==> src/mrs_pkg.sv <==
// Shared types, constants and functions of the Modbus RTU frame scanner.
package mrs_pkg;

	localparam int unsigned RTU_MIN_BYTES = 4;
	localparam logic [15:0] CRC_INIT = 16'hFFFF;
	localparam logic [15:0] CRC_POLY = 16'hA001;

	localparam logic [1:0] CFG_OWN_UNIT   = 2'd0;
	localparam logic [1:0] CFG_ACCEPT_ANY = 2'd1;
	localparam logic [1:0] CFG_DECODE_REQ = 2'd2;

	typedef enum logic [1:0] {
		EV_ACCEPT = 2'd0,
		EV_REJECT = 2'd1,
		EV_DROP   = 2'd2
	} event_t;

	typedef enum logic [2:0] {
		LK_FIXED   = 3'b001,
		LK_COUNT   = 3'b010,
		LK_UNKNOWN = 3'b100
	} len_kind_t;

	typedef struct packed {
		len_kind_t   kind;
		logic [8:0]  len;
		logic [2:0]  off;
	} len_info_t;

	typedef struct packed {
		event_t      ev;
		logic [7:0]  unit;
		logic [7:0]  fc;
		logic [8:0]  len;
		logic [8:0]  crc_drops;
		logic [8:0]  unk_drops;
		logic        last;
	} res_t;

	function automatic len_info_t classify(input logic [7:0] fc, input logic dec_req);
		len_info_t r;
		r.kind = LK_UNKNOWN;
		r.len  = 9'd0;
		r.off  = 3'd0;
		if (fc[7]) begin
			r.kind = LK_FIXED;
			r.len  = 9'd5;
		end else if (dec_req) begin
			if (fc >= 8'd1 && fc <= 8'd6) begin
				r.kind = LK_FIXED;
				r.len  = 9'd8;
			end else if (fc == 8'd15 || fc == 8'd16) begin
				r.kind = LK_COUNT;
				r.len  = 9'd9;
				r.off  = 3'd6;
			end
		end else begin
			if (fc == 8'd5 || fc == 8'd6 || fc == 8'd15 || fc == 8'd16) begin
				r.kind = LK_FIXED;
				r.len  = 9'd8;
			end else if (fc >= 8'd1 && fc <= 8'd4) begin
				r.kind = LK_COUNT;
				r.len  = 9'd5;
				r.off  = 3'd2;
			end
		end
		return r;
	endfunction

	function automatic logic [15:0] crc_byte(input logic [15:0] crc_in, input logic [7:0] b);
		logic [15:0] c;
		c = crc_in ^ {8'd0, b};
		for (int i = 0; i < 8; i++) begin
			c = c[0] ? ((c >> 1) ^ CRC_POLY) : (c >> 1);
		end
		return c;
	endfunction

endpackage

==> src/mrs_front.sv <==
// Input side: accepts received bytes into a short queue toward the scanner.
module mrs_front (
	input  logic       clk,
	input  logic       arst_n,
	input  logic       in_valid,
	output logic       in_ready,
	input  logic [7:0] rx_byte,
	output logic       q_valid,
	output logic [7:0] q_byte,
	input  logic       q_pop
);
	import mrs_pkg::*;

	logic [7:0] slot_q [2];
	logic [1:0] cnt_q;
	logic       push;

	assign in_ready = (cnt_q != 2'd2);
	assign push     = in_valid && in_ready;
	assign q_valid  = (cnt_q != 2'd0);
	assign q_byte   = slot_q[0];

	always_ff @(posedge clk or negedge arst_n) begin
		if (!arst_n) begin
			cnt_q <= 2'd0;
		end else begin
			cnt_q <= cnt_q + {1'b0, push} - {1'b0, q_pop && q_valid};
		end
	end

	always_ff @(posedge clk) begin
		if (q_pop && q_valid) begin
			slot_q[0] <= slot_q[1];
			if (push && cnt_q == 2'd1) slot_q[0] <= rx_byte;
			if (push && cnt_q == 2'd2) slot_q[1] <= rx_byte;
		end else if (push) begin
			if (cnt_q == 2'd0) slot_q[0] <= rx_byte;
			else slot_q[1] <= rx_byte;
		end
	end

endmodule

==> config.mk <==
export PLATFORM = sky130hd
export DESIGN_NAME = mrs_front
export DESIGN_NICKNAME = d
export VERILOG_FILES = /design/src/mrs_pkg.sv /design/src/mrs_front.sv
export SDC_FILE = /design/constraint.sdc
export NUM_CORES = 1
export LEC_CHECK = 0
export BUFFER_PORTS_ARGS = -buffer_cell sky130_fd_sc_hd__buf_2
export CORE_ASPECT_RATIO = 1.4
export CORE_MARGIN = 1
export CORE_UTILIZATION = 25
export DETAILED_ROUTE_END_ITERATION = 10
export GPL_TIMING_DRIVEN = 0
export SLEW_MARGIN = 25
export SYNTH_ARGS = -nofsm -noshare
export SYNTH_HDL_FRONTEND = slang
export SYNTH_SLANG_ARGS = --single-unit
==> constraint.sdc <==
create_clock -name clk -period 1.65 [get_ports clk]
set_input_delay 0.0825 -clock clk [delete_from_list [all_inputs] [get_ports clk]]
set_output_delay 0.0825 -clock clk [all_outputs]
set_load 0.1 [all_outputs]
==> impl_metrics.yaml <==
grt:
  gr-usage-all-layers: 0.07761
  grt_overflow: 0
  number_of_global_route_vias_before_repair: 502
  grt_max_degree: 11
  grt_first_pass_wirelength_um: 2125
  antenna_found_initial: 0
timing:
  totalNegativeSetupSlack_ns: 0
  maxClockFrequency_mhz: 659.7
  min_tclk_post_route_ns: 1.516
  finalSetupViolations: 0
  grt_setup_unrepaired: "false"
  hold_viol: 0
  worst_slew_pin_slew_ns: 0.6518
  report.final.slew_viol_count: 0
  maxSlewHeadroom: 0.5639
  final_min_period_over_clock_period: 0.9187
  finClkSkew_ns: 0.002325
synthesis:
  synth-seq-cells: 18
  netlist-cell-type-count: 19
  post_syn_area_um2: 837.1
  syn_inst: 53
  ys_seq_area_frac: 0.6338
  synth.net_count: 66
  synth-warning-count: 0
  postSynthAreaPerCell_um2: 15.79
floorplanning:
  pin_count: 22
  initial_utilization: 0.2655
  die_height_um: 70.47
  design.die.area_mm2: 0.003587
  die_width_um: 50.91
  num_rows: 24
  fp.coreArea_mm2: 0.003153
outcome:
  outcome: "completed"
setup_path:
  worst_setup_path_start_kind: "register"
  criticalPathCategory: "register to register"
  crit_path_max_fanout: 9
  required_ns: 1.65
  setup.worst_path.end_class: "register"
  data_arrival_time_of_the_critical_path_ns: 1.51
routing:
  detail_route.wl_per_cell_um: 10.42
  via_per_inst: 3.983
  firstDrtPassIters: 3
  routed_wl_um: 1219
  detailedRoute.firstIterationViolations: 18
  drcViolationCount: 0
  vias: 466
  detail-route-antenna-nets: 0
place:
  globalplace.congestion: 0.6346
  buffer_ports.inserted: 20
  dpl.hpwl_um: 938
  postPlaceCellArea_um2: 988.4
  numPlacedInstances: 112
worst_hold_path:
  hold_path.class: "input pin to register"
cts:
  cts.sinks: 18
  tritoncts: "yes"
  clk_root_buffer_cell: "sky130_fd_sc_hd__clkbuf_8"
  cts.path.max_buffers: 2
  clock_latency_late_sink_ns: 0.24
  total_cts_buffers: 3
  clock_tree.htree_level_count: 1
  worst_setup_hold_path_clk_slew_ns: 0.06
layout:
  final_design_area_no_fill_mm2: 0.001054
  antenna-diode-count: 0
  layoutNonFillerInstCount: 117
  syn_to_final_growth_pct: 25.86
  design.final.nets: 92
  layout-drive-gt1-share: 0.6026
flow_run:
  maxCapViolCount: 0
-- cell usage in the layout, fill, tap and decap left out, drive strengths merged, types with 2 or more instances in the layout --
cell    count
edfxtp     16
clkbuf      4
nor2        3
nor2b       2
dfrtp       2
mux2        9
buf        29
o21ai       2
-- area by class of cell --
cell class	instances	area, um2
flip-flops and latches	18	530.5
multi-input cells	25	237.7
well taps	39	48.80
clock buffers	4	55.05
repair buffers	21	110.1
inverters	1	3.754
plain buffers	9	67.56
fillers	327	2100
-- critical path, stage by stage (launching register included) --
cell                      delay, ns
sky130_fd_sc_hd__dfrtp_1       0.47
sky130_fd_sc_hd__nor2b_4       0.17
sky130_fd_sc_hd__o21ai_4       0.26
sky130_fd_sc_hd__mux2_2        0.37
-- kinds of logic (layout without fill, tap and decap cells) --
group,count (synthesis),in the layout,share of synthesized area
muxes,9,9,0.1211
DFF,18,18,0.6338
buffers and inverters,10,35,0.08519
adders and majority gates,1,1,0.01495
AOI/OAI and AO/OA,4,4,0.05530
and+or+nand+nor,10,10,0.07922
xor gates and xnor gates,1,1,0.01047
-- synth_stat cells (all sizes together) --
cell	n	share of area
or2	1	0.0075
nor2b	2	0.024
nand3	1	0.0060
o21ai	2	0.025
edfxtp	16	0.57
nor2	3	0.013
inv	1	0.0045
or2b	1	0.0090
mux2	9	0.12
dfrtp	2	0.060
xnor2	1	0.010
and4bb	1	0.015
nand2	1	0.0045
o21ba	1	0.012
ha	1	0.015
buf	9	0.081
a311oi	1	0.018
-- worst paths after layout --
check / end / slack [ns] / start / depth (start not counted)
min in group asynchronous: cnt_q[1] / 0.14 / arst_n / 2
max reg2reg: slot_q[0][6] / 0.13 / cnt_q[0] / 3
min reg2reg: slot_q[0][2] / 0.55 / slot_q[0][10] / 1
min: slot_q[0][12] / 0.02 / rx_byte[4] / 1
max: slot_q[0][6] / 0.13 / cnt_q[0] / 3
max in group asynchronous: cnt_q[0] / 1.42 / arst_n / 2
-- flip-flops by register name (all words and copies together) (netlist names) --
signal / flops
cnt_q: 2
slot_q: 16
-- metrics by stage --
step           hold slack [ns]  setup WS (ns)  utilization
3_5_place_dp           -0.1293         0.1271       0.3135
6_report               0.02497         0.1341       0.3341
4_1_cts                0.02021         0.1065       0.3341
2_1_floorplan          -0.2131         0.1488            -
3_3_place_gp           -0.1326         0.1392       0.3135
5_1_grt                0.01292        0.04653       0.3341
-- timing repair --
item,in CTS,in global routing
resized for setup,0,0
setup buffers,0,0
hold endpoints to repair,2,0
hold buffers,1,0
-- routing by layer --
metal	vias to the layer above	routed length, um	global-route usage
li1	233	-	-
met1	218	547	0.09615
met2	15	612	0.1257
met3	0	60	0.02179
met4	0	0	0.02778
met5	-	0	0
Power is left out: the tool's default activity adds up to more than one toggle a clock period on the data nets, which glitch-free logic cannot reach.
